==> config.mk <==
export PLATFORM = sky130hd
export DESIGN_NAME = distance_vector_node_update
export DESIGN_NICKNAME = d
export VERILOG_FILES = /design/src/rtl/dvnu_pkg.sv /design/src/rtl/dvnu_ctrl.sv /design/src/rtl/dvnu_dp.sv /design/src/rtl/distance_vector_node_update.sv
export SDC_FILE = /design/constraint.sdc
export NUM_CORES = 1
export LEC_CHECK = 0
export ABC_AREA = 0
export BUFFER_PORTS_ARGS = -buffer_cell sky130_fd_sc_hd__buf_2
export CAP_MARGIN = 20
export CORE_MARGIN = 3
export CORE_UTILIZATION = 55
export DETAILED_ROUTE_END_ITERATION = 10
export GPL_TIMING_DRIVEN = 0
export PLACE_DENSITY = 0.72
export SYNTH_ARGS = -nofsm -noshare
export SYNTH_HDL_FRONTEND = slang
export SYNTH_SLANG_ARGS = --single-unit
export TNS_END_PERCENT = 10
==> constraint.sdc <==
create_clock -name clk -period 7.28 [get_ports clk]
set_input_delay 1.092 -clock clk [delete_from_list [all_inputs] [get_ports clk]]
set_output_delay 1.092 -clock clk [all_outputs]
set_load 0.1 [all_outputs]
==> src/rtl/dvnu_pkg.sv <==
// Shared types and constants of the distance vector node update engine.
package dvnu_pkg;

    localparam int COST_W = 16;
    localparam int NODE_W = 2;
    localparam int CFG_INDEX_W = 3;

    typedef logic [NODE_W-1:0] node_id_t;
    typedef logic [COST_W-1:0] cost_t;

    localparam logic OP_START = 1'b0;
    localparam logic OP_ELEMENT = 1'b1;

    localparam logic [CFG_INDEX_W-1:0] REG_OWN_NODE_ID = 3'd0;
    localparam logic [CFG_INDEX_W-1:0] REG_LINK_COST_0 = 3'd1;
    localparam logic [CFG_INDEX_W-1:0] REG_LINK_COST_1 = 3'd2;
    localparam logic [CFG_INDEX_W-1:0] REG_LINK_COST_2 = 3'd3;
    localparam logic [CFG_INDEX_W-1:0] REG_LINK_COST_3 = 3'd4;
    localparam logic [CFG_INDEX_W-1:0] REG_INFINITY_COST = 3'd5;

    typedef struct packed {
        logic     opcode;
        node_id_t source_node;
        node_id_t entry_index;
        cost_t    advertised_cost;
        logic     last_entry;
    } item_t;

    typedef struct packed {
        node_id_t dest_node;
        node_id_t vector_index;
        cost_t    route_cost;
        logic     last_of_packet;
        logic     last;
    } result_t;

    typedef enum logic [2:0] {
        ST_IDLE,
        ST_INIT,
        ST_ELEM_RD,
        ST_ELEM_WR,
        ST_MIN_RD,
        ST_MIN_CMP,
        ST_ANNOUNCE
    } state_t;

    typedef struct packed {
        logic     capture;
        logic     load_vector;
        logic     tbl_rd;
        logic     rd_diag;
        logic     wr_init;
        logic     wr_sum;
        logic     clr_changed;
        logic     min_acc;
        logic     row_done;
        logic     out_load;
        node_id_t row;
        node_id_t col;
    } cmd_t;

    typedef struct packed {
        logic item_opcode;
        logic elem_last;
        logic elem_in_range;
        logic neighbor;
        logic out_free;
        logic changed;
    } status_t;

endpackage

==> src/rtl/dvnu_ctrl.sv <==
// Controller state machine and node counters of the distance vector engine.
module dvnu_ctrl
    import dvnu_pkg::*;
#(
    parameter int NODES = 4
) (
    input  logic    clk,
    input  logic    rst_n,
    input  logic    item_valid,
    output logic    item_stall,
    input  status_t sts,
    output cmd_t    cmd
);

    localparam node_id_t LAST_NODE = node_id_t'(NODES - 1);

    state_t   state_reg, state_next;
    node_id_t row_reg, row_next;
    node_id_t col_reg, col_next;

    always_ff @(posedge clk or negedge rst_n)
    begin
        if (!rst_n)
        begin
            state_reg <= ST_IDLE;
            row_reg   <= '0;
            col_reg   <= '0;
        end
        else
        begin
            state_reg <= state_next;
            row_reg   <= row_next;
            col_reg   <= col_next;
        end
    end

    always_comb
    begin
        state_next = state_reg;
        row_next   = row_reg;
        col_next   = col_reg;
        cmd        = '0;
        cmd.row    = row_reg;
        cmd.col    = col_reg;
        item_stall = (state_reg != ST_IDLE);
        unique case (state_reg)
            ST_IDLE:
            begin
                if (item_valid)
                begin
                    cmd.capture = 1'b1;
                    row_next    = '0;
                    col_next    = '0;
                    if (sts.item_opcode == OP_START)
                    begin
                        cmd.load_vector = 1'b1;
                        state_next      = ST_INIT;
                    end
                    else
                    begin
                        state_next = ST_ELEM_RD;
                    end
                end
            end
            ST_INIT:
            begin
                cmd.wr_init = 1'b1;
                if (col_reg == LAST_NODE)
                begin
                    col_next = '0;
                    if (row_reg == LAST_NODE)
                    begin
                        row_next   = '0;
                        state_next = ST_ANNOUNCE;
                    end
                    else
                    begin
                        row_next = row_reg + 1'b1;
                    end
                end
                else
                begin
                    col_next = col_reg + 1'b1;
                end
            end
            ST_ELEM_RD:
            begin
                cmd.tbl_rd  = 1'b1;
                cmd.rd_diag = 1'b1;
                state_next  = ST_ELEM_WR;
            end
            ST_ELEM_WR:
            begin
                cmd.wr_sum = sts.elem_in_range;
                if (sts.elem_last)
                begin
                    cmd.clr_changed = 1'b1;
                    state_next      = ST_MIN_RD;
                end
                else
                begin
                    state_next = ST_IDLE;
                end
            end
            ST_MIN_RD:
            begin
                cmd.tbl_rd = 1'b1;
                state_next = ST_MIN_CMP;
            end
            ST_MIN_CMP:
            begin
                cmd.min_acc = 1'b1;
                state_next  = ST_MIN_RD;
                if (col_reg == LAST_NODE)
                begin
                    cmd.row_done = 1'b1;
                    col_next     = '0;
                    if (row_reg == LAST_NODE)
                    begin
                        row_next   = '0;
                        state_next = sts.changed ? ST_ANNOUNCE : ST_IDLE;
                    end
                    else
                    begin
                        row_next = row_reg + 1'b1;
                    end
                end
                else
                begin
                    col_next = col_reg + 1'b1;
                end
            end
            ST_ANNOUNCE:
            begin
                if (!sts.neighbor || sts.out_free)
                begin
                    cmd.out_load = sts.neighbor;
                    if (!sts.neighbor || col_reg == LAST_NODE)
                    begin
                        col_next = '0;
                        if (row_reg == LAST_NODE)
                        begin
                            row_next   = '0;
                            state_next = ST_IDLE;
                        end
                        else
                        begin
                            row_next = row_reg + 1'b1;
                        end
                    end
                    else
                    begin
                        col_next = col_reg + 1'b1;
                    end
                end
            end
            default:
            begin
                state_next = ST_IDLE;
            end
        endcase
    end

    a_elem_not_last_returns: assert property (@(posedge clk) disable iff (!rst_n)
        (state_reg == ST_ELEM_WR && !sts.elem_last) |=> (state_reg == ST_IDLE))
        else $error("element without last mark did not return to idle");

    a_start_enters_init: assert property (@(posedge clk) disable iff (!rst_n)
        (cmd.capture && sts.item_opcode == OP_START) |=>
        (state_reg == ST_INIT && row_reg == '0 && col_reg == '0))
        else $error("start transaction did not begin the table sweep");

endmodule

==> src/rtl/dvnu_dp.sv <==
// Datapath of the distance vector engine: registers, cost table, minimum and output stage.
module dvnu_dp
    import dvnu_pkg::*;
#(
    parameter int NODES = 4
) (
    input  logic                   clk,
    input  logic                   rst_n,
    input  logic                   cfg_we,
    input  logic [CFG_INDEX_W-1:0] cfg_index,
    input  cost_t                  cfg_data,
    input  item_t                  item,
    input  logic                   result_stall,
    output logic                   result_valid,
    output result_t                result,
    input  cmd_t                   cmd,
    output status_t                sts
);

    localparam int NW = (NODES > 1) ? $clog2(NODES) : 1;
    localparam int TBL_DEPTH = NODES * NODES;
    localparam int AW = $clog2(TBL_DEPTH);
    localparam node_id_t LAST_NODE = node_id_t'(NODES - 1);

    node_id_t own_id_reg;
    cost_t    link_reg [4];
    cost_t    inf_reg;

    item_t    item_reg;
    cost_t    av_reg [NODES];
    cost_t    min_reg;
    logic     changed_reg;
    cost_t    tbl_mem [TBL_DEPTH];
    cost_t    rd_data_reg;

    logic     out_valid_reg, out_valid_next;
    result_t  out_reg;

    logic [AW-1:0] rd_addr;
    logic [AW-1:0] wr_addr;
    cost_t         wr_data;
    logic          tbl_we;
    logic [COST_W:0] sum;
    cost_t         sum_sat;
    cost_t         min_cand;
    logic          elig [NODES];
    logic          later_elig;
    logic          out_free;

    function automatic cost_t link_of(input node_id_t n, input cost_t l0, input cost_t l1,
                                      input cost_t l2, input cost_t l3);
        cost_t v;
        unique case (n)
            2'd0: v = l0;
            2'd1: v = l1;
            2'd2: v = l2;
            default: v = l3;
        endcase
        return v;
    endfunction

    always_ff @(posedge clk or negedge rst_n)
    begin
        if (!rst_n)
        begin
            own_id_reg  <= 2'd3;
            link_reg[0] <= 16'd9999;
            link_reg[1] <= 16'd9999;
            link_reg[2] <= 16'd9999;
            link_reg[3] <= 16'd0;
            inf_reg     <= 16'd9999;
        end
        else if (cfg_we)
        begin
            unique case (cfg_index)
                REG_OWN_NODE_ID:   own_id_reg  <= cfg_data[NODE_W-1:0];
                REG_LINK_COST_0:   link_reg[0] <= cfg_data;
                REG_LINK_COST_1:   link_reg[1] <= cfg_data;
                REG_LINK_COST_2:   link_reg[2] <= cfg_data;
                REG_LINK_COST_3:   link_reg[3] <= cfg_data;
                REG_INFINITY_COST: inf_reg     <= cfg_data;
                default:           ;
            endcase
        end
    end

    always_comb
    begin
        later_elig = 1'b0;
        for (int m = 0; m < NODES; m++)
        begin
            elig[m] = (node_id_t'(m) != own_id_reg) &&
                      (link_of(node_id_t'(m), link_reg[0], link_reg[1], link_reg[2],
                               link_reg[3]) < inf_reg);
            if (node_id_t'(m) > cmd.row && elig[m])
            begin
                later_elig = 1'b1;
            end
        end
    end

    always_comb
    begin
        rd_addr = cmd.rd_diag
            ? AW'(int'(item_reg.source_node) * NODES + int'(item_reg.source_node))
            : AW'(int'(cmd.row) * NODES + int'(cmd.col));
        wr_addr = cmd.wr_init
            ? AW'(int'(cmd.row) * NODES + int'(cmd.col))
            : AW'(int'(item_reg.entry_index) * NODES + int'(item_reg.source_node));
        sum     = {1'b0, rd_data_reg} + {1'b0, item_reg.advertised_cost};
        sum_sat = (sum > {1'b0, inf_reg}) ? inf_reg : sum[COST_W-1:0];
        if (cmd.wr_init)
        begin
            wr_data = (cmd.row == cmd.col)
                ? link_of(cmd.col, link_reg[0], link_reg[1], link_reg[2], link_reg[3])
                : inf_reg;
        end
        else
        begin
            wr_data = sum_sat;
        end
        tbl_we   = cmd.wr_init || cmd.wr_sum;
        min_cand = (cmd.col == '0 || rd_data_reg < min_reg) ? rd_data_reg : min_reg;
    end

    always_ff @(posedge clk)
    begin
        if (tbl_we)
        begin
            tbl_mem[wr_addr] <= wr_data;
        end
        if (cmd.tbl_rd)
        begin
            rd_data_reg <= tbl_mem[rd_addr];
        end
    end

    always_ff @(posedge clk)
    begin
        if (cmd.capture)
        begin
            item_reg <= item;
        end
        if (cmd.min_acc)
        begin
            min_reg <= min_cand;
        end
        for (int i = 0; i < NODES; i++)
        begin
            if (cmd.load_vector)
            begin
                av_reg[i] <= (node_id_t'(i) == own_id_reg) ? '0
                    : link_of(node_id_t'(i), link_reg[0], link_reg[1], link_reg[2],
                              link_reg[3]);
            end
            else if (cmd.row_done && cmd.row[NW-1:0] == NW'(i))
            begin
                av_reg[i] <= min_cand;
            end
        end
        if (cmd.out_load)
        begin
            out_reg.dest_node      <= cmd.row;
            out_reg.vector_index   <= cmd.col;
            out_reg.route_cost     <= av_reg[cmd.col[NW-1:0]];
            out_reg.last_of_packet <= (cmd.col == LAST_NODE);
            out_reg.last           <= (cmd.col == LAST_NODE) && !later_elig;
        end
    end

    always_ff @(posedge clk or negedge rst_n)
    begin
        if (!rst_n)
        begin
            changed_reg   <= 1'b0;
            out_valid_reg <= 1'b0;
        end
        else
        begin
            if (cmd.clr_changed)
            begin
                changed_reg <= 1'b0;
            end
            else if (cmd.row_done)
            begin
                changed_reg <= sts.changed;
            end
            out_valid_reg <= out_valid_next;
        end
    end

    always_comb
    begin
        out_free       = !out_valid_reg || !result_stall;
        out_valid_next = cmd.out_load ? 1'b1 : (out_free ? 1'b0 : out_valid_reg);
        result_valid   = out_valid_reg;
        result         = out_reg;

        sts.item_opcode   = item.opcode;
        sts.elem_last     = item_reg.last_entry;
        sts.elem_in_range = (int'(item_reg.source_node) < NODES) &&
                            (int'(item_reg.entry_index) < NODES);
        sts.neighbor      = elig[cmd.row[NW-1:0]];
        sts.out_free      = out_free;
        sts.changed       = changed_reg || (min_cand != av_reg[cmd.row[NW-1:0]]);
    end

    a_load_needs_room: assert property (@(posedge clk) disable iff (!rst_n)
        cmd.out_load |-> (!out_valid_reg || !result_stall))
        else $error("output register loaded while holding a stalled transaction");

    a_last_ends_packet: assert property (@(posedge clk) disable iff (!rst_n)
        result_valid && result.last |-> result.last_of_packet)
        else $error("final result does not close a packet");

endmodule

==> src/rtl/distance_vector_node_update.sv <==
// Top level of the distance vector node update engine.
//
//   channel   direction  handshake              payload
//   item      in         item_valid/item_stall  item_t (opcode, source, index, cost, last)
//   result    out        result_valid/stall     result_t (dest, index, cost, last marks)
//   cfg       in         cfg_we                 cfg_index, cfg_data
//
// A start transaction sweeps the cost table, then skips each node that is no neighbour
// and sends each vector element to the others, slower when the result side stalls.
// A vector element is read, summed and written back; one marked last adds the row
// minimum walk over the table, plus the announcement when the vector changed. Reset
// clears control state and loads the register defaults; the cost table holds nothing
// meaningful until a start. A result waits in its register under stall.
module distance_vector_node_update
    import dvnu_pkg::*;
#(
    parameter int NODES = 4
) (
    input  logic                   clk,
    input  logic                   rst_n,
    input  logic                   cfg_we,
    input  logic [CFG_INDEX_W-1:0] cfg_index,
    input  cost_t                  cfg_data,
    input  logic                   item_valid,
    output logic                   item_stall,
    input  item_t                  item,
    output logic                   result_valid,
    input  logic                   result_stall,
    output result_t                result
);

    cmd_t    cmd;
    status_t sts;

    dvnu_ctrl #(
        .NODES (NODES)
    ) u_ctrl (
        .clk        (clk),
        .rst_n      (rst_n),
        .item_valid (item_valid),
        .item_stall (item_stall),
        .sts        (sts),
        .cmd        (cmd)
    );

    dvnu_dp #(
        .NODES (NODES)
    ) u_dp (
        .clk          (clk),
        .rst_n        (rst_n),
        .cfg_we       (cfg_we),
        .cfg_index    (cfg_index),
        .cfg_data     (cfg_data),
        .item         (item),
        .result_stall (result_stall),
        .result_valid (result_valid),
        .result       (result),
        .cmd          (cmd),
        .sts          (sts)
    );

endmodule
==> results.json <==
{
  "syn_area_um2": 23600,
  "wl_mm": 65.1,
  "powerDensity_nw_per_um2": 487,
  "htreeDepth": 2,
  "rows": 75,
  "tns_ps": 0,
  "muxShareOfSynthArea_pct": 14.2,
  "cp-start-kind": "register",
  "cp_max_fo": 12,
  "synth-simple-area-share_pct": 7.16,
  "ys_warn_count": 0,
  "insertion_delay_ps": 620,
  "rsz0062_at_grt": "no",
  "ys_top_cells_by_area": "edfxtp_1 (50%), mux4_2 (9.1%), ha_1 (6.1%)",
  "switchingPower_mw": 5.12,
  "initial_utilization_pct": 56.0,
  "drc_errors": 0,
  "p_seq_share_pct": 38.0,
  "irDropWorstVdd_mv": 0.349,
  "avgRoutedWirePerCell_um": 27.6,
  "p_sw_share_pct": 39.5,
  "worstSetupEndpoint": "u_dp.tbl_mem[15][12]",
  "area_growth_pct": 12.7,
  "worst-r2r-cell-count": 20,
  "regToRegStartpoint": "u_dp.rd_data_reg[1]",
  "ant_nets": 0,
  "drive_gt1_share_pct": 23.4,
  "r2r_slack_ps": 650,
  "gr-total-overflow": 0,
  "cts_resized": 0,
  "finalInstanceArea_um2": 26600,
  "final_nets": 1941,
  "combPwrFrac_pct": 42.3,
  "tightest_slew_ps": 1030,
  "dp_slack_ps": 802,
  "portBuffers": 68,
  "cts_setup_buffers": 0,
  "cts_tree": "built",
  "dpl_cell_area_um2": 25000,
  "clkTransAtPathRegs_ps": 60,
  "ios": 70,
  "syn_inst": 1637,
  "endpoint_kind": "register",
  "cts_root_buf": "clkbuf_16",
  "dieArea_um2": 45400,
  "relSlewSlack_pct": 30.9,
  "hold_class": "in -> async",
  "internal-power_mw": 7.82,
  "setup_viol": 0,
  "antenna_found_initial": 0,
  "power.leakage_nw": 9.75,
  "clkSinkCount": 486,
  "core-area_um2": 42100,
  "outcome": "complete, no violations",
  "viasPerCell": 6.66,
  "grt_max_degree": 56,
  "cts_buffers": 50,
  "skew_ps": 22.6,
  "die_w_um": 213,
  "insertedDiodeCount": 0,
  "grtUsageTotal_pct": 29.1,
  "synthXorXnorAreaFrac_pct": 0.780,
  "drtPass1Iterations": 8,
  "synth_top_area_share_pct": 50.3,
  "arrival_ps": 7070,
  "holdBufCountCts": 0,
  "synthFlopType": "edfxtp_1",
  "gp_congestion": 0.980,
  "clkPwrFrac_pct": 19.6,
  "maxCapViolCount": 0,
  "reg2reg_to": "u_dp.tbl_mem[15][12]",
  "grt_pass1_vias": 15258,
  "min_period_over_period_pct": 91.1,
  "hold_viol": 0,
  "crit_required_ps": 7720,
  "fin_ws_ps": 647,
  "slew_viol_final": 0,
  "yosysUniqueCellTypes": 69,
  "grt_pass1_wl_mm": 96.6,
  "largest_reg_flops": 256,
  "synth_top_family_by_area": "multiplexers",
  "synth_edf_count": 395,
  "ys_seq_area_share_pct": 60.1,
  "ys_seq_elements": 486,
  "async_flop_share_pct": 18.7,
  "fmax_mhz": 151,
  "drt_iter0_drc": 2261,
  "syn_area_per_cell_um2": 14.4,
  "critPathKind": "reg -> reg",
  "synth_top_area_cell": "edfxtp_1",
  "dpl.hpwl_mm": 47.5,
  "die_height_um": 213,
  "clk_path_buf_depth": 3,
  "vias": 15691,
  "startpoint": "u_dp.rd_data_reg[1]",
  "synthAdderAreaFrac_pct": 6.19,
  "fin_crit_ps": 6630,
  "synth_compound_area_share_pct": 9.02,
  "syn_nets": 1799
}
-- power by group through the flow --
stage	combinational [mW]	sequential (mW)	clock, mW
after CTS	5.44	4.89	2.57
after detailed placement	5.40	4.94	0
after floorplan	3.56	4.90	0
after global routing	5.94	4.94	2.68
final	5.48	4.92	2.54
after global placement	5.15	4.93	0
-- per-layer routing --
| metal | GRT usage [%] | share of wire (%) |
|---|---|---|
| met5 | 0 | 0 |
| met4 | 9.47 | 3.1 |
| met3 | 6.26 | 11 |
| met2 | 42.9 | 45 |
| met1 | 43.7 | 41 |
-- cells in the mapped netlist (all sizes together) (4+ instances only) --
library cell,number
nand3,77
a21oi,62
a211oi,25
o211a,7
a222oi,16
mux2,90
ha,115
o21a,15
a2111oi,4
and2,19
nand2,73
o21ai,95
a221o,15
dfrtp,57
inv,71
or4,4
xnor2,15
dfstp,34
nor4,8
nand3b,4
and3,5
or3,6
nor3,13
a21o,14
edfxtp,395
a211o,10
nand2b,15
clkbuf,56
nor3b,7
mux4,95
nand4,9
buf,24
xor2,6
mux2i,19
nor2,84
o21bai,4
a31oi,23
nor2b,8
-- cells by family (layout without fill, tap and decap cells) --
logic type / Yosys count / in the layout
flip-flops: 486 / 486
AND/OR/NAND/NOR: 343 / 343
AO/OA/AOI/OAI: 316 / 316
buffers and inverters: 151 / 331
multiplexers: 204 / 204
XOR/XNOR: 21 / 21
adder cells (fa/ha/maj): 116 / 116
-- through the flow --
stage / total power [mW] / std cells / hold slack [ps] / utilization (%)
final: 12.9 / 2356 / 459 / 63.1
after CTS: 12.9 / 2356 / 451 / 63.1
after floorplan: 8.46 / 1637 / 443 / -
after detailed placement: 10.3 / 2266 / 499 / 59.3
after global placement: 10.1 / 2244 / 486 / 58.4
after global routing: 13.6 / 2356 / 473 / 63.1
-- area by class of cell --
cell class	count	area (um^2)
Timing Repair Buffer	90	658
Fill cell	3079	15500
Buffer	80	325
Tap cell	539	674
Sequential cell	486	14200
Clock inverter	24	264
Inverter	71	267
Multi-Input combinational cell	1000	8860
Clock buffer	66	1350
-- worst min path at each step --
stage,startpoint,to,slack [ps],cells past startpoint
2_1_floorplan,u_dp.sts[4],u_dp.changed_reg,440,1
3_3_place_gp,u_dp.result_valid,u_dp.result_valid,490,1
3_5_place_dp,u_dp.inf_reg[12],u_dp.inf_reg[12],500,1
4_1_cts,rst_n,u_dp.link_reg[44],450,1
5_1_grt,rst_n,u_dp.link_reg[44],470,1
6_report,rst_n,u_dp.link_reg[44],460,1
-- cells in the final DEF, fill, tap and decap left out, types with 6 or more instances in the layout --
master	instances
a211o_1	8
a211oi_1	25
a21o_1	14
a21oi_1	61
a221o_1	15
a222oi_1	16
a31oi_1	23
and2_1	17
buf_1	9
buf_2	82
buf_8	13
clkbuf_1	68
clkbuf_16	50
clkinv_1	9
dfrtp_1	57
dfstp_2	34
edfxtp_1	395
ha_1	115
inv_1	71
mux2_2	90
mux2i_1	17
mux4_2	95
nand2_1	73
nand2b_1	15
nand3_1	77
nand4_1	9
nor2_1	68
nor2_2	16
nor2b_1	8
nor3_1	12
nor4_1	8
o211a_1	7
o21a_1	15
o21ai_0	95
or3_1	6
xnor2_1	15
xor2_1	6
-- worst max-delay path, stage by stage (launching register included) --
cell,delay (ps)
edfxtp_1,540
ha_1,340
a21o_1,170
a21o_1,190
a21oi_1,360
o21ai_0,250
a211oi_1,390
nor2_1,140
a311oi_1,340
xnor2_1,180
ha_1,230
or4_1,530
a21oi_1,170
nand2_1,70
o211a_1,250
or4b_2,660
nand2_1,220
nor2_1,180
clkbuf_1,290
a221oi_1,630
buf_2,340
Note: power is estimated with default switching activity, not from simulation.
